## config.mk

```make
export PLATFORM = sky130hd
export DESIGN_NAME = tgt_seq
export DESIGN_NICKNAME = d
export VERILOG_FILES = /design/src/rtl/core/tgt_pkg.sv /design/src/rtl/core/tgt_alu.sv /design/src/rtl/core/tgt_seq.sv
export SDC_FILE = /design/constraint.sdc
export NUM_CORES = 1
export LEC_CHECK = 0
export BUFFER_PORTS_ARGS = -buffer_cell sky130_fd_sc_hd__buf_2
export CAP_MARGIN = 40
export CORE_MARGIN = 5
export CORE_UTILIZATION = 55
export DETAILED_ROUTE_END_ITERATION = 12
export HOLD_SLACK_MARGIN = 0.03
export PLACE_DENSITY_LB_ADDON = 0.3
export SYNTH_ARGS = -nofsm -noshare
export SYNTH_HDL_FRONTEND = slang
export SYNTH_SLANG_ARGS = --single-unit
export TNS_END_PERCENT = 100
```

## constraint.sdc

```tcl
create_clock -name clk_i -period 4.6 [get_ports clk_i]
set_input_delay 0.23 -clock clk_i [delete_from_list [all_inputs] [get_ports clk_i]]
set_output_delay 0.23 -clock clk_i [all_outputs]
set_load 0.02 [all_outputs]
```

## src/rtl/core/tgt_pkg.sv

```systemverilog
`timescale 1ns / 1ps
// ----------------------------------------------------------------------------
// tgt_pkg: shared types and constants for the text grid terminal core
// Field widths, control byte codes, mode codes and the word structs that
// pass between the sequencer and the top level.
// ----------------------------------------------------------------------------
package tgt_pkg;

  localparam int BYTE_W = 8;
  localparam int ROW_FW = 5;
  localparam int COL_FW = 6;

  // mode codes
  localparam logic MODE_FEED = 1'b0;
  localparam logic MODE_READ = 1'b1;

  // control bytes
  localparam logic [BYTE_W-1:0] CH_BS    = 8'd8;
  localparam logic [BYTE_W-1:0] CH_TAB   = 8'd9;
  localparam logic [BYTE_W-1:0] CH_LF    = 8'd10;
  localparam logic [BYTE_W-1:0] CH_CR    = 8'd13;
  localparam logic [BYTE_W-1:0] CH_SPACE = 8'd32;
  localparam logic [BYTE_W-1:0] CH_DEL   = 8'd127;

  // one input word
  typedef struct packed {
    logic              mode;
    logic [BYTE_W-1:0] byte_in;
    logic [ROW_FW-1:0] read_row;
    logic [COL_FW-1:0] read_col;
  } item_t;

  // one result word
  typedef struct packed {
    logic [BYTE_W-1:0] cell_value;
    logic [ROW_FW-1:0] cursor_row;
    logic [COL_FW-1:0] cursor_col;
  } res_t;

endpackage

```

## src/rtl/core/tgt_alu.sv

```systemverilog
`timescale 1ns / 1ps
// ----------------------------------------------------------------------------
// tgt_alu: shared modular row adder
// Computes (a + b) mod GRID_ROWS with one add and one compare-subtract;
// inputs are known to stay below GRID_ROWS.
// ----------------------------------------------------------------------------
module tgt_alu #(
  parameter int GRID_ROWS = 22,
  localparam int RW = $clog2(GRID_ROWS)
) (
  input  logic [RW-1:0] a_i,
  input  logic [RW-1:0] b_i,
  output logic [RW-1:0] y_o
);

  localparam logic [RW:0] MOD = (RW+1)'(GRID_ROWS);

  logic [RW:0] sum;

  always_comb begin
    sum = {1'b0, a_i} + {1'b0, b_i};
    if (sum >= MOD) begin
      y_o = RW'(sum - MOD);
    end else begin
      y_o = RW'(sum);
    end
  end

endmodule

```

## src/rtl/core/tgt_seq.sv

```systemverilog
`timescale 1ns / 1ps
// ----------------------------------------------------------------------------
// tgt_seq: byte render sequencer
// Holds cursor, ring offset and tab phase; walks each word through the
// grid RAM with at most one access per cycle, sharing one modular row adder.
// ----------------------------------------------------------------------------
module tgt_seq #(
  parameter int GRID_ROWS = 22,
  parameter int GRID_COLS = 56,
  parameter int TAB_WIDTH = 4,
  localparam int RW = $clog2(GRID_ROWS),
  localparam int CW = $clog2(GRID_COLS),
  localparam int AW = RW + CW
) (
  input  logic                          clk_i,
  input  logic                          rst_ni,
  input  logic                          item_valid_i,
  output logic                          item_ready_o,
  input  tgt_pkg::item_t                item_i,
  output logic                          res_valid_o,
  input  logic                          res_ready_i,
  output tgt_pkg::res_t                 res_o,
  output logic                          mem_we_o,
  output logic [AW-1:0]                 mem_waddr_o,
  output logic [tgt_pkg::BYTE_W-1:0]    mem_wdata_o,
  output logic                          mem_re_o,
  output logic [AW-1:0]                 mem_raddr_o,
  input  logic [tgt_pkg::BYTE_W-1:0]    mem_rdata_i
);

  import tgt_pkg::*;

  localparam int PW = (TAB_WIDTH > 1) ? $clog2(TAB_WIDTH) : 1;

  localparam logic [RW-1:0] ROW_LAST = RW'(GRID_ROWS - 1);
  localparam logic [CW-1:0] COL_LAST = CW'(GRID_COLS - 1);
  localparam logic [PW-1:0] TAB_LAST = PW'(TAB_WIDTH - 1);
  localparam logic [AW-1:0] MEM_LAST = AW'(GRID_ROWS * (2 ** CW) - 1);

  localparam logic [3:0] S_CLR  = 4'd0;
  localparam logic [3:0] S_IDLE = 4'd1;
  localparam logic [3:0] S_RD   = 4'd2;
  localparam logic [3:0] S_RDD  = 4'd3;
  localparam logic [3:0] S_NL   = 4'd4;
  localparam logic [3:0] S_SCR  = 4'd5;
  localparam logic [3:0] S_PR   = 4'd6;
  localparam logic [3:0] S_PRW  = 4'd7;
  localparam logic [3:0] S_PRZ  = 4'd8;
  localparam logic [3:0] S_BS   = 4'd9;
  localparam logic [3:0] S_TAB  = 4'd10;
  localparam logic [3:0] S_OUT  = 4'd11;

  logic [3:0]        state_q, state_d;
  logic [RW-1:0]     row_q, row_d;
  logic [CW-1:0]     col_q, col_d;
  logic [RW-1:0]     top_q, top_d;
  logic [PW-1:0]     ph_q, ph_d;
  logic [AW-1:0]     clr_q, clr_d;
  logic [CW-1:0]     sc_q, sc_d;
  logic              ret_q, ret_d;     // newline continues into a print
  logic [BYTE_W-1:0] byte_q, byte_d;
  logic [ROW_FW-1:0] rr_q, rr_d;
  logic [COL_FW-1:0] rc_q, rc_d;
  logic [BYTE_W-1:0] cell_q, cell_d;

  logic [RW-1:0]     alu_a, alu_b, alu_y;
  logic [PW-1:0]     ph_inc;

  tgt_alu #(
    .GRID_ROWS(GRID_ROWS)
  ) u_alu (
    .a_i(alu_a),
    .b_i(alu_b),
    .y_o(alu_y)
  );

  assign ph_inc = (ph_q == TAB_LAST) ? '0 : ph_q + 1'b1;

  always_comb begin
    state_d     = state_q;
    row_d       = row_q;
    col_d       = col_q;
    top_d       = top_q;
    ph_d        = ph_q;
    clr_d       = clr_q;
    sc_d        = sc_q;
    ret_d       = ret_q;
    byte_d      = byte_q;
    rr_d        = rr_q;
    rc_d        = rc_q;
    cell_d      = cell_q;
    alu_a       = row_q;
    alu_b       = top_q;
    mem_we_o    = 1'b0;
    mem_waddr_o = {alu_y, col_q};
    mem_wdata_o = '0;
    mem_re_o    = 1'b0;
    mem_raddr_o = {alu_y, CW'(rc_q)};

    unique case (state_q)
      S_CLR: begin
        mem_we_o    = 1'b1;
        mem_waddr_o = clr_q;
        clr_d       = clr_q + 1'b1;
        if (clr_q == MEM_LAST) begin
          state_d = S_IDLE;
        end
      end
      S_IDLE: begin
        if (item_valid_i) begin
          byte_d = item_i.byte_in;
          rr_d   = item_i.read_row;
          rc_d   = item_i.read_col;
          cell_d = '0;
          ret_d  = 1'b0;
          if (item_i.mode == MODE_READ) begin
            if (32'(item_i.read_row) < GRID_ROWS && 32'(item_i.read_col) < GRID_COLS) begin
              state_d = S_RD;
            end else begin
              state_d = S_OUT;
            end
          end else begin
            unique case (item_i.byte_in) inside
              CH_CR:          state_d = S_OUT;
              CH_LF:          state_d = S_NL;
              CH_BS, CH_DEL:  state_d = (col_q != '0) ? S_BS : S_OUT;
              CH_TAB:         state_d = S_TAB;
              default:        state_d = S_PR;
            endcase
          end
        end
      end
      S_RD: begin
        alu_a    = RW'(rr_q);
        mem_re_o = 1'b1;
        state_d  = S_RDD;
      end
      S_RDD: begin
        cell_d  = mem_rdata_i;
        state_d = S_OUT;
      end
      S_NL: begin
        if (row_q != ROW_LAST) begin
          row_d   = row_q + 1'b1;
          col_d   = '0;
          ph_d    = '0;
          state_d = ret_q ? S_PRW : S_OUT;
        end else begin
          sc_d    = '0;
          state_d = S_SCR;
        end
      end
      S_SCR: begin
        // wipe the old top row; it becomes the new bottom row
        mem_we_o    = 1'b1;
        mem_waddr_o = {top_q, sc_q};
        sc_d        = sc_q + 1'b1;
        if (sc_q == COL_LAST) begin
          alu_a   = top_q;
          alu_b   = RW'(1);
          top_d   = alu_y;
          col_d   = '0;
          ph_d    = '0;
          state_d = ret_q ? S_PRW : S_OUT;
        end
      end
      S_PR: begin
        if (col_q == COL_LAST) begin
          ret_d   = 1'b1;
          state_d = S_NL;
        end else begin
          state_d = S_PRW;
        end
      end
      S_PRW: begin
        mem_we_o    = 1'b1;
        mem_wdata_o = byte_q;
        col_d       = col_q + 1'b1;
        ph_d        = ph_inc;
        state_d     = S_PRZ;
      end
      S_PRZ: begin
        mem_we_o = 1'b1;
        state_d  = S_OUT;
      end
      S_BS: begin
        mem_we_o    = 1'b1;
        mem_waddr_o = {alu_y, col_q - 1'b1};
        col_d       = col_q - 1'b1;
        ph_d        = (ph_q == '0) ? TAB_LAST : ph_q - 1'b1;
        state_d     = S_OUT;
      end
      S_TAB: begin
        if (col_q != COL_LAST) begin
          mem_we_o    = 1'b1;
          mem_wdata_o = CH_SPACE;
          col_d       = col_q + 1'b1;
          ph_d        = ph_inc;
          if (ph_q == TAB_LAST) begin
            state_d = S_OUT;
          end
        end else begin
          state_d = S_OUT;
        end
      end
      S_OUT: begin
        if (res_ready_i) begin
          state_d = S_IDLE;
        end
      end
      default: state_d = S_IDLE;
    endcase
  end

  always_ff @(posedge clk_i or negedge rst_ni) begin
    if (!rst_ni) begin
      state_q <= S_CLR;
      row_q   <= '0;
      col_q   <= '0;
      top_q   <= '0;
      ph_q    <= '0;
      clr_q   <= '0;
      sc_q    <= '0;
      ret_q   <= 1'b0;
    end else begin
      state_q <= state_d;
      row_q   <= row_d;
      col_q   <= col_d;
      top_q   <= top_d;
      ph_q    <= ph_d;
      clr_q   <= clr_d;
      sc_q    <= sc_d;
      ret_q   <= ret_d;
    end
  end

  always_ff @(posedge clk_i) begin
    byte_q <= byte_d;
    rr_q   <= rr_d;
    rc_q   <= rc_d;
    cell_q <= cell_d;
  end

  assign item_ready_o      = (state_q == S_IDLE);
  assign res_valid_o       = (state_q == S_OUT);
  assign res_o.cell_value  = cell_q;
  assign res_o.cursor_row  = ROW_FW'(row_q);
  assign res_o.cursor_col  = COL_FW'(col_q);

`ifndef SYNTHESIS
  a_idle_no_write: assert property (@(posedge clk_i) disable iff (!rst_ni)
    (state_q == S_IDLE) |-> !mem_we_o)
    else $error("grid written while idle");

  a_no_rw_clash: assert property (@(posedge clk_i) disable iff (!rst_ni)
    !(mem_we_o && mem_re_o))
    else $error("grid read and write in one cycle");

  a_cursor_range: assert property (@(posedge clk_i) disable iff (!rst_ni)
    (col_q <= COL_LAST) && (row_q <= ROW_LAST) && (top_q <= ROW_LAST))
    else $error("cursor or ring offset out of range");

  a_busy_after_accept: assert property (@(posedge clk_i) disable iff (!rst_ni)
    (item_valid_i && item_ready_o) |=> (state_q != S_IDLE))
    else $error("accepted word did not start");

  a_one_result: assert property (@(posedge clk_i) disable iff (!rst_ni)
    (res_valid_o && res_ready_i) |=> !res_valid_o)
    else $error("result offered twice");
`endif

endmodule

```

# Word-level counts from Yosys, hierarchy flattened
# Cells that the tools add are included.
# totals
output_inout_bits,53
regBits,67
word_cells,116
inputBits,32
# classes
n_reduce_logical,19
muxes,42
eq_ne,31
addsub,9
magnitude_cmp,3
# op_table
cell,n
4-bit 2-to-1 mux,10
4-bit case mux with 10 select lines,1
11-bit case mux with 3 select lines,1
8-bit by 4-bit == test with 1-bit output (second input constant),4
8-bit case mux with 2 select lines,2
6-bit 2-to-1 mux,5
6-bit case mux with 5 select lines,1
5-bit 2-to-1 mux,4
4-bit by 3-bit == test with 1-bit output (second input constant),4
4-bit == test (second input constant),4
4-bit case mux with 4 select lines,1
2-bit 2-to-1 mux,7
2-bit inequality test (second input constant),7
6-bit by 1-bit adder with 6-bit output (second input constant),2
6-bit == test (second input constant),2
6-bit case mux with 2 select lines,1
11-bit by 1-bit adder with 11-bit output (second input constant),1
11-bit == test (second input constant),1
2-bit case mux with 5 select lines,1
5-bit case mux with 2 select lines,1
2-bit AND reduction,5
4-bit by 2-bit == test with 1-bit output (second input constant),2
8-bit by 7-bit == test with 1-bit output (second input constant),1
8-bit 2-to-1 mux,1
other kinds (29),35

# Logic depth before layout (Yosys ltp)
# Gate-level depths: netlist of the first run.
# logic_depth
depth_word,7
depth_mapped,16
depth_no_buf,16

# By module
# A second synthesis of the first run with hierarchy kept.
# hier_totals
hier_cells,431
area_unflattened_um2,4209.0
# modules_own_cells
module,seq_area_each_um2,area_per_inst_um2,n_inst,cells_each
tgt_seq,1811.7,3878.7,1,390
tgt_alu,0.0,330.3,1,41

# Worst setup path after synthesis of the first run
# Ideal clock, no wire load.
# synth_path
path_type,flip-flop to output port
from,register state_q[0]
to,output port mem_waddr_o[7]
t_arrival_ns,3.818
path_buffers,1
slack_ns,0.552
required_ns,4.370
path_stages_with_launch,14
cell_sequence,dfrtp_1 > buf_4 > nand2b_2 > nor3_2 > o21ai_1 > a222oi_1 > inv_1 > ha_1 > a21oi_1 > o21ai_0 > a221oi_1 > o21ai_0 > xnor2_1 > o21ai_0
# synth_between
elab_chain_cells,6
word_cells_on_any_way,11
cone_classes,add/sub (2); order compare (1); eq/ne (3); mux (4); reduce/logical (1)
# synth_rtl
item,line_no,source
start: declaration,tgt_seq.sv:53,"logic [3:0] state_q, state_d;"
start signal: assignment,tgt_seq.sv:226,state_q <= state_d;
4-bit by 3-bit == test with 1-bit output or 4-bit by 2-bit == test with 1-bit output (tied branches),tgt_seq.sv:100,unique case (state_q)
5-bit case mux with 2 select lines or 5-bit 2-to-1 mux (tied branches),tgt_seq.sv:100,
5-bit by 5-bit adder with 6-bit output,tgt_alu.sv:21,"sum = {1'b0, a_i} + {1'b0, b_i};"
5-bit subtractor or 6-bit by 5-bit greater-or-equal comparator with 1-bit output (tied branches),"tgt_alu.sv:23, tgt_alu.sv:22",
5-bit 2-to-1 mux,tgt_alu.sv:22,if (sum >= MOD) begin
11-bit case mux with 3 select lines *,tgt_seq.sv:100,
end: declaration,tgt_seq.sv:24,"output logic [AW-1:0] mem_waddr_o,"
# Every way passes the cells marked *; elsewhere a longest branch is shown, timed or not.

# Final worst setup path of the first run
# layout_path
from,register state_q[1]
to,output port mem_waddr_o[8]
# Same word-level chain as after synthesis.

==> out/qor.csv, run 1 <==
stage;metric;value;unit
detailed_routing;WL/cell;16.5;microns
clock_tree;Num CTS Buffers;9;
clock_tree;clk buf depth;2;
hold_path;worst hold path class;in2reg;
sta;setup skew after layout;12.9;ps
clock_tree;clock net sink count;67;
power;Psw;0.00147;W
floorplan;num ports;85;
sta;slew margin rel.;51.5;%
floorplan;DIE AREA;9300;sq um
clock_tree;Clock transition at path regs;80;ps
sta;Final setup viols;0;
power;total power;0.00320;W
global_route;GRT Total Usage;22.8;%
synthesis;synth unique cells;69;
detailed_routing;DRC Markers;0;
power;Pint;0.00173;W
place;# placed instances;596;
critical_path;CP max FO;15;
global_route;vias in the first global route;3418;
critical_path;reg-to-reg slack, setup;850;ps
synthesis;yosys warns;0;
power;Seq pwr share;31.1;%
floorplan;Core Region;7250;sq um
power;switch share;45.9;%
synthesis;sequential area share after synthesis;44.1;%
sta;Final period util;94.8;%
critical_path;reg2reg start;state_q[1];
finish;share of cells above drive strength 1;27.3;%
detailed_routing;Initial DRT Pass Iterations;5;
finish;non-filler cells, final;616;
clock_tree;H-tree levels;3;
critical_path;crit path DAT;4130;ps
detailed_routing;via count;3649;
place;Detailed Place HPWL;7490;microns
finish;nets;560;
synthesis;FF+latch count, synth;67;
critical_path;FF-to-FF path depth;12;
synthesis;EDFF count, synth;27;
outcome;status;completed;
finish;final core utilization;67.9;%
place;RePlAce Congestion;0.932;
clock_tree;Root Driver;clkbuf_8;
finish;Area growth syn-to-layout;19.8;%
floorplan;die width;96.4;microns
sta;Slew @ Worst Pin;727;ps
power;Pwr per Cell Area;650;nW/um^2
synthesis;syn_nets;471;
critical_path;element type at the critical path end;output port;
sta;Final Max Slew Viols;0;
finish;antenna cells;0;
clock_tree;later-pin clock latency in the skew report;340;ps
detailed_routing;ANT nets after route;0;
critical_path;worst reg2reg endpoint;top_q[2];
synthesis;Avg Cell Area, Syn;9.72;sq um
synthesis;Cell Area, Synth;4110;sq um
synthesis;dominant synthesized flop cell;dfrtp_1;
power;P_leak;2.21;nW
global_route;largest net degree at the start of global routing;35;
sta;shortest period the worst path allows;4360;ps
global_route;global-route wire length before repair;16600;microns
place;I/O Buffers;84;
floorplan;Starting Density;56.7;%
critical_path;startpoint types;flip-flop;
detailed_routing;Post-Route WL;10200;microns
hold_path;Worst Hold End;rr_q[0];
global_route;total gr overflow;0;
sta;Max Clock Freq;0.229;GHz
power;clock share of power;17.6;%
clock_tree;CTS tree;built;
detailed_routing;Iter 0 DRT Violations;310;
job;MaxCap Viol Count;0;
power;Max rail drop VDD;401;uV
hold_path;hold depth;1;
power;Comb pwr share;51.3;%
sta;Final Hold Vio Count;0;
synthesis;Gate Count Post-Synth;423;
hold_path;worst hold start;item_i[6];
synthesis;ys async rst share;59.7;%
critical_path;Setup CP Type;reg2out;
floorplan;Die H;96.4;microns
floorplan;Placement Rows;31;
global_route;initial antenna violation count;0;
detailed_routing;detailed-route vias per instance;5.92;
critical_path;worst endpoint required time;4370;ps
## repair_timing
action	CTS	global route
setup buffers	0	3
setup endpoints to repair	1	8
hold endpoints to repair	40	0
pin swaps	0	1
gates cloned	0	0
resized for setup	1	9
hold buffers	1	0
## layout by cell type, fill, tap and decap left out, drive strengths merged, types with 3 or more instances in the layout
cell    instances
dfrtp          40
nand2          34
o21ai          36
nor3            8
or4             3
xor2            4
nor2b           6
clkbuf          9
a222oi          5
edfxtp         27
nand2b          9
buf            94
a31oi           3
a211oi          5
ha             15
nand4           5
a221oi          4
nor4            7
and3            5
and2           21
nand3          10
nand3b          3
inv            30
a22oi           9
o211ai          3
nor2           33
xnor2          18
o22ai           4
a21oi          22
a21o            3
o21bai          6
## logic make-up (layout without fill, tap and decap cells)
logic type	after synthesis	in the layout	synth area share, %
adders and majority gates	16	16	5.05
AOI/OAI and AO/OA	120	120	19.3
DFF	67	67	44.1
muxes	3	3	0.761
and+or+nand+nor	152	152	21.3
buffers and inverters	43	137	4.75
xor gates and xnor gates	22	22	4.69
## state kept, by name (all words and copies together) (netlist names)
| signal | flops |
|---|---|
| cell_q | 8 |
| state_q | 4 |
| clr_q | 11 |
| ret_q | 1 |
| sc_q | 6 |
| rc_q | 6 |
| col_q | 6 |
| rr_q | 5 |
| ph_q | 2 |
| byte_q | 8 |
| top_q | 5 |
| row_q | 5 |
## synthesized netlist by cell type, drive strengths merged, types with 4 or more instances
master,number,area share (%)
clkbuf,8,0.76
nor2b,6,1.1
nand3,10,1.2
nand2,34,3.3
a21oi,22,2.7
o22ai,4,0.61
a222oi,5,1.2
o21ai,36,4.4
and3,5,0.76
a221oi,4,0.85
and2,21,3.3
nand2b,9,1.4
dfrtp,40,24
nor3,8,1.3
inv,26,2.4
nor2,33,3.4
ha,15,4.6
a211oi,5,0.91
xnor2,18,3.8
a22oi,9,1.6
o21bai,6,1.1
xor2,4,0.85
nand4,5,0.91
nor4,7,1.8
edfxtp,27,20
buf,9,1.6
## cell type report
class,instances,area [sq um]
clock inverter,7,105
timing repair buffer,95,522
inverter,26,97.6
fill,593,2330
clock buffer,9,124
tap,99,124
sequential,67,1810
multi-input combinational,313,2140
## critical path, cell delays in order (launching register included)
cell	delay, ps
dfrtp_1	620
nand2b_2	190
nor3_2	370
o21ai_1	210
a222oi_1	480
inv_1	110
ha_1	320
a21oi_1	210
o21ai_0	190
a221oi_2	370
o21ai_1	190
mux2i_2	200
o21ai_0	160
buf_2	180
## power by group through the flow
| stage | sequential [W] | clock, W | combinational, W |
|---|---|---|---|
| final | 0.000995 | 0.000563 | 0.00164 |
| after global routing | 0.00102 | 0.000607 | 0.00181 |
| after CTS | 0.000988 | 0.000574 | 0.00160 |
| after detailed placement | 0.00100 | 0 | 0.00159 |
| after global placement | 0.000992 | 0 | 0.00155 |
| after floorplan | 0.00101 | 0 | 0.00114 |
## per-layer routing
metal / GRT usage (%) / vias up / wire length, microns
met4: 5.37 / 0 / 82
met3: 4.03 / 9 / 782
met1: 31.2 / 1728 / 4270
li1: - / 1734 / -
met2: 37.9 / 178 / 5020
met5: 0 / - / 0
## how the worst max path moves through the flow
stage                     startpoint             end  slack [ps]  cells past startpoint
after global placement    state_q[0]  mem_waddr_o[8]         540                     14
after global routing      state_q[1]  mem_waddr_o[9]         -70                     13
after CTS                 state_q[3]  mem_waddr_o[8]          40                     13
final                     state_q[1]  mem_waddr_o[8]         240                     13
after floorplan           state_q[0]  mem_waddr_o[7]         550                     13
after detailed placement  state_q[2]  mem_waddr_o[8]         380                     14
## metrics by stage
step	area, sq um	setup TNS, ps	setup slack (ps)	hold slack, ps
finish	4920	0	237	59.9
global route	4920	-140	-72.7	37.2
CTS	4870	0	42.7	47.0
detailed placement	4630	0	384	87.6
global placement	4590	0	542	407
floorplan	4110	0	552	-65.6
Note: power is estimated with default switching activity, not from simulation.
==> run 2, diff against run 1 <==
Settings changed: ABC_AREA set to 1, CORE_MARGIN 5 to 2.
==> run 2 against run 1 <==
Against the previous run:
- flip-flop and latch count unchanged
- sequential share of layout area up 0.53 points
- clock power down 29%
- wire length down 4.8%
- critical path depth up 6
- synthesized area up 0.52%
- design area down 1.5%
- critical endpoint is now mem_waddr_o[9]
==> out/qor.csv, run 2 <==
stage;metric;value;unit;change
outcome;status;completed;;
finish;final instance area;4850;sq um;-1.5%
sta;Max Clock Freq;0.247;GHz;+7.8%
finish;Area growth syn-to-layout;17.4;%;
finish;largest registers;clr_q: 11 flops, byte_q: 8 flops, cell_q: 8 flops;;
finish;Largest Register;clr_q;;
global_route;total gr overflow;0;;unchanged
clock_tree;Post-CTS Resized;0;;-1
floorplan;Core Region;7250;sq um;unchanged
synthesis;syn_nets;574;;+22%
place;Detailed Place HPWL;7580;microns;+1.2%
clock_tree;later-pin clock latency in the skew report;340;ps;about the same
synthesis;Cell Area, Synth;4130;sq um;+0.52%
clock_tree;Root Driver;clkbuf_8;;
place;DP Area;4690;sq um;+1.3%
finish;max reg flops;11;;unchanged
critical_path;reg-to-reg slack, setup;1150;ps;+300 ps
clock_tree;clock net sink count;67;;unchanged
floorplan;Placement Rows;31;;unchanged
finish;share of cells above drive strength 1;19.4;%;-7.9 points
sta;setup skew after layout;9.18;ps;-3.69 ps
clock_tree;hold buffers post-CTS;1;;unchanged
critical_path;crit path DAT;3820;ps;-310 ps
power;Pwr per Cell Area;563;nW/um^2;-13%
synthesis;count leader, synth;nand2_1;;
detailed_routing;via count;3779;;+3.6%
synthesis;ys async rst share;59.7;%;unchanged
finish;fillcell total;633;;+6.7%
clock_tree;H-tree levels;3;;unchanged
finish;nets;668;;+19%
synthesis;dominant synthesized flop cell;dfrtp_1;;
sta;slew margin rel.;65.8;%;+14 points
critical_path;worst endpoint required time;4370;ps;about the same
place;I/O Buffers;84;;unchanged
synthesis;Avg Cell Area, Syn;7.85;sq um;-19%
critical_path;reg2reg start;state_q[1];;
power;total power;0.00273;W;-15%
detailed_routing;DRC Markers;0;;unchanged
clock_tree;Num CTS Buffers;9;;unchanged
critical_path;CP max-delay cell;or2_1;;
synthesis;yosys warns;0;;unchanged
global_route;initial antenna violation count;0;;unchanged
sta;shortest period the worst path allows;4050;ps;-315 ps
critical_path;element type at the critical path end;output port;;
global_route;global-route wire length before repair;16400;microns;-1.5%
sta;Final setup viols;0;;unchanged
job;MaxCap Viol Count;0;;unchanged
synthesis;Synth top area share;24.2;%;-0.13 points
sta;Final Hold Vio Count;0;;unchanged
synthesis;EDFF count, synth;27;;unchanged
critical_path;startpoint types;flip-flop;;
critical_path;CP delay by family, top;simple AND/OR/NAND/NOR gates;;
sta;RSZ-0062 raised after global routing;no;;
sta;Final Max Slew Viols;0;;unchanged
sta;Final period util;88.0;%;-6.8 points
sta;Setup TNS;0;ps;unchanged
synthesis;top cells by area, synth;dfrtp_1, edfxtp_1, nand2_1, inv_1, nor2_1;;
critical_path;FF-to-FF path depth;17;;+5
critical_path;worst reg2reg endpoint;top_q[2];;
detailed_routing;Post-Route WL;9670;microns;-4.8%
sta;hold_ws;68.2;ps;+8.27 ps
synthesis;area leader, netlist;dfrtp_1;;
finish;commonest cells after routing, fill and taps aside;nand2_1, inv_1, buf_2;;
critical_path;Buf/Inv on CP;4;;+2
hold_path;hold depth;1;;unchanged
detailed_routing;Initial DRT Pass Iterations;5;;unchanged
synthesis;Gate Count Post-Synth;526;;+24%
hold_path;Worst Hold End;rc_q[0];;
hold_path;worst hold start;item_i[0];;
sta;Slew @ Worst Pin;513;ps;-214 ps
floorplan;Starting Density;57.0;%;+0.29 points
critical_path;CP max FO;17;;+2
finish;commonest non-fill, non-tap cell in the layout;nand2_1;;
floorplan;num ports;85;;unchanged
synthesis;synth unique cells;47;;-32%
clock_tree;CTS tree;built;;
place;RePlAce Congestion;0.918;;-1.5%
detailed_routing;Iter 0 DRT Violations;210;;-32%
global_route;vias in the first global route;3620;;+5.9%
critical_path;crit-path cells;inv_2 -> nand2_4 -> nor2_8 -> inv_2 -> or2_1 -> o221ai_1 -> ha_1 -> inv_1 -> fa_1 -> xnor2_1 -> nand2_1 -> nand3_1 -> nand2_1 -> nand2_1 -> nand2_1 -> nand2_1 -> nand2_1 -> nand2_1 -> buf_2;;
global_route;largest net degree at the start of global routing;22;;-37%
critical_path;Crit path top cell by count;nand2_1;;
power;P_leak;2.56;nW;+16%
finish;antenna cells;0;;unchanged
critical_path;largest stage delay on the critical path;420;ps;-200 ps
detailed_routing;detailed-route vias per instance;5.22;;-12%
synthesis;top post-synthesis cells by count;nand2_1, inv_1, nor2_1, dfrtp_1, nand3_1;;
floorplan;Die H;90.7;microns;-6.0%
critical_path;Setup CP Type;reg2out;;
floorplan;DIE AREA;8220;sq um;-12%
hold_path;worst hold path class;in2reg;;
clock_tree;post-CTS setup buffers;0;;unchanged
synthesis;FF+latch count, synth;67;;unchanged
detailed_routing;ANT nets after route;0;;unchanged
global_route;GRT Total Usage;24.4;%;+1.6 points
power;Max rail drop VDD;243;uV;-39%
clock_tree;clk buf depth;2;;unchanged
detailed_routing;WL/cell;13.3;microns;-19%
synthesis;sequential area share after synthesis;43.9;%;-0.23 points
floorplan;die width;90.7;microns;-6.0%
clock_tree;Clock transition at path regs;70;ps;about the same
==> run 2: worst register-to-register path, delay by kind of cell (launching register included) <==
family | cells | cell delay (ps)
XOR/XNOR | 1 | 260
AND/OR/NAND/NOR | 9 | 1370
flip-flops | 1 | 410
AO/OA/AOI/OAI | 2 | 370
buffers and inverters | 3 | 310
adder cells (fa/ha/maj) | 2 | 610
==> run 2: layout make-up <==
type                    instances  area, sq um  area share (%)
flip-flops and latches         67         1810            37.4
repair buffers                 88          470            9.70
inverters                      96          373            7.69
clock inverters                 4         17.5           0.361
clock buffers                  12          135            2.79
multi-input cells             358         1920            39.5
well taps                      99          124            2.55
==> run 2: kinds of logic after synthesis <==
kind of cell	Yosys count	share of synthesized area, %
and+or+nand+nor	258	27.9
buffers and inverters	101	9.75
AOI/OAI and AO/OA	68	10.1
DFF	67	43.9
xor gates and xnor gates	16	3.39
adders and majority gates	16	5.03
==> run 2: power by group <==
group,internal (W),switching [W],total [W],leakage [nW]
registers,0.000787,0.000121,0.000908,0.788
logic,0.000440,0.000980,0.00142,1.69
clock network,0.000191,0.000211,0.000402,0.0792
total,0.00142,0.00131,0.00273,2.56
==> run 2: worst max path at each step <==
| stage | from | to | depth (start not counted) |
|---|---|---|---|
| floorplan | state_q[2] | mem_waddr_o[9] | 17 |
| global placement | state_q[1] | mem_waddr_o[8] | 18 |
| detailed placement | state_q[1] | mem_waddr_o[9] | 19 |
| CTS | state_q[1] | mem_waddr_o[9] | 19 |
| global route | state_q[1] | mem_waddr_o[8] | 18 |
| finish | state_q[1] | mem_waddr_o[9] | 19 |
==> run 2: metrics by stage <==
stage,cells,utilization [%],worst slack (ps)
floorplan,526,-,1350
global placement,705,64.2,1110
detailed placement,707,64.6,947
CTS,724,66.8,577
global route,724,66.8,238
finish,724,66.8,552
==> run 2: metal layers <==
layer	routed length (microns)	global-route usage, %	vias to the layer above
li1	-	-	1895
met1	4210	31.0	1763
met2	4850	43.1	111
met3	505	5.01	10
met4	100	4.74	0
met5	0	0	-
==> run 3, diff against run 2 <==
Settings changed: PLACE_DENSITY set to 0.89, PLACE_DENSITY_LB_ADDON 0.3 to unset.
==> run 3 against run 2 <==
Against the previous run:
- core utilization is 0.69 points higher
- register-to-register slack worse by 30 ps
- clock power is 24% higher
- non-clock buffer count stayed put
- worst setup slack worse by 74 ps
- flip-flop and latch count stayed put
- critical path type unchanged
- highest routed layer unchanged
==> out/qor.csv, run 3 (same netlist as run 2, synthesis figures left out) <==
stage;metric;value;unit;change
outcome;status;completed;;
finish;commonest non-fill, non-tap cell in the layout;nand2_1;;
clock_tree;Root Driver;clkbuf_8;;
sta;shortest period the worst path allows;4120;ps;+73.8 ps
finish;antenna cells;0;;unchanged
critical_path;reg-to-reg slack, setup;1120;ps;-30 ps
sta;slew margin rel.;63.0;%;-2.8 points
sta;hold_ws;56.8;ps;-11.4 ps
finish;fillcell total;581;;-8.2%
critical_path;worst setup path end;mem_waddr_o[9];;
clock_tree;CTS tree;built;;
detailed_routing;detailed-route vias per instance;5.36;;+2.6%
finish;Area growth syn-to-layout;18.6;%;
detailed_routing;Initial DRT Pass Iterations;5;;unchanged
global_route;largest net degree at the start of global routing;22;;unchanged
sta;Final Max Slew Viols;0;;unchanged
global_route;vias in the first global route;3665;;+1.2%
power;Psw;0.00134;W;+2.4%
sta;Final period util;89.6;%;+1.6 points
power;switch share;47.4;%;-0.66 points
power;Pwr per Cell Area;579;nW/um^2;+2.8%
critical_path;startpoint types;flip-flop;;
global_route;total gr overflow;0;;unchanged
global_route;global-route wire length before repair;16800;microns;+2.5%
detailed_routing;WL/cell;14.0;microns;+4.7%
floorplan;num ports;85;;unchanged
clock_tree;post-CTS setup buffers;0;;unchanged
floorplan;DIE AREA;8220;sq um;unchanged
detailed_routing;ANT nets after route;0;;unchanged
power;clock share of power;17.5;%;+2.8 points
critical_path;Setup CP Type;reg2out;;
clock_tree;clock net sink count;67;;unchanged
place;worst slack at placement;902;ps;-44.3 ps
critical_path;CP max FO;17;;unchanged
detailed_routing;Iter 0 DRT Violations;368;;+75%
critical_path;reg2reg start;state_q[3];;
floorplan;die width;90.7;microns;unchanged
place;Detailed Place HPWL;7910;microns;+4.3%
finish;largest registers;clr_q: 11 flops, byte_q: 8 flops, cell_q: 8 flops;;
critical_path;FF-to-FF path depth;18;;+1
clock_tree;H-tree levels;3;;unchanged
place;RePlAce Congestion;0.909;;-1.0%
place;I/O Buffers;84;;unchanged
sta;Final Hold Vio Count;0;;unchanged
global_route;GRT Total Usage;25.6;%;+1.2 points
sta;setup skew after layout;9.38;ps;+0.202 ps
job;MaxCap Viol Count;0;;unchanged
sta;Slew @ Worst Pin;552;ps;+39.5 ps
clock_tree;later-pin clock latency in the skew report;350;ps;about the same
detailed_routing;DRC Markers;0;;unchanged
finish;Largest Register;clr_q;;
floorplan;Core Region;7250;sq um;unchanged
critical_path;crit path DAT;3890;ps;+70 ps
power;Pint;0.00149;W;+5.2%
power;P_leak;2.57;nW;+0.51%
clock_tree;Num CTS Buffers;9;;unchanged
sta;RSZ-0062 raised after global routing;no;;
critical_path;worst endpoint required time;4370;ps;about the same
detailed_routing;Post-Route WL;10100;microns;+4.7%
sta;Setup TNS;0;ps;unchanged
sta;Final setup viols;0;;unchanged
clock_tree;clk buf depth;2;;unchanged
finish;nets;668;;unchanged
power;Max rail drop VDD;286;uV;+18%
finish;commonest cells after routing, fill and taps aside;nand2_1, inv_1, buf_2;;
sta;final worst setup slack;478;ps;-73.8 ps
finish;max reg flops;11;;unchanged
critical_path;Worst setup startpoint;state_q[3];;
floorplan;Starting Density;57.0;%;unchanged
power;Seq pwr share;32.0;%;-1.2 points
clock_tree;Clock transition at path regs;80;ps;about the same
power;Comb pwr share;50.5;%;-1.5 points
sta;Max Clock Freq;0.243;GHz;-1.8%
finish;share of cells above drive strength 1;20.0;%;+0.64 points
critical_path;worst reg2reg endpoint;top_q[3];;
hold_path;worst hold path class;in2reg;;
floorplan;Die H;90.7;microns;unchanged
critical_path;element type at the critical path end;output port;;
detailed_routing;via count;3879;;+2.6%
floorplan;Placement Rows;31;;unchanged
global_route;initial antenna violation count;0;;unchanged
==> run 3: cell types whose count changed in the layout (fill, tap and decap cells not counted), sizes merged <==
cell and delta:
bufinv +1, clkbuf -2, clkinv -2, clkinvlp +3
==> run 3: per-layer routing <==
layer	up-vias	track usage, %	wire length (microns)
met2	154	43.0	5040
met1	1801	32.3	4200
met4	0	9.74	231
met3	29	5.34	645
met5	-	0	0
li1	1895	-	-
==> run 3: critical path, cell delays in order, from the launching register on <==
cell	delay, ps
dfrtp_1	420
inv_1	90
nand2_2	110
nor2_8	250
inv_2	150
or2_1	430
o221ai_1	270
ha_1	200
inv_1	70
fa_1	410
xnor2_1	250
nand2_1	90
nand3_1	100
nand2_1	120
nand2_1	140
nand2_1	60
nand2_1	110
nand2_1	60
nand2_1	50
buf_2	150
==> run 3: worst min path at each step <==
| stage | startpoint | to | cells after the start |
|---|---|---|---|
| final | item_i[2] | rc_q[2] | 1 |
| after global routing | item_i[0] | rc_q[0] | 1 |
| after CTS | item_i[2] | rc_q[2] | 1 |
| after detailed placement | rst_ni | clr_q[9] | 1 |
| after global placement | rst_ni | clr_q[7] | 1 |
| after floorplan | rst_ni | clr_q[0] | 0 |
==> run 3: final cells by class <==
cell class                 instances  area [sq um]  share of cell area, %
clock buffer                      10           138                   2.81
clock inverter                     6          65.1                   1.33
inverter                          96           373                   7.61
multi-input combinational        358          1920                   39.1
sequential                        67          1810                   37.0
tap                               99           124                   2.53
timing repair buffer              88           470                   9.60
==> run 3: power groups by stage <==
stage	combinational, W	sequential [W]	clock (W)
finish	0.00143	0.000907	0.000497
global route	0.00159	0.000924	0.000528
CTS	0.00142	0.000905	0.000505
detailed placement	0.00141	0.000915	0
global placement	0.00136	0.000906	0
floorplan	0.000928	0.000972	0
==> run 3: what timing repair did <==
action,CTS,global route
hold buffers,1,0
resized for setup,0,0
hold endpoints to repair,20,0
==> run 3: stage by stage <==
step                total power, W  area, sq um  utilization [%]  std cells
floorplan                  0.00190         4130                -        526
global placement           0.00226         4650             64.2        705
detailed placement         0.00233         4690             64.6        707
CTS                        0.00283         4900             67.5        724
global route               0.00304         4900             67.5        724
finish                     0.00283         4900             67.5        724
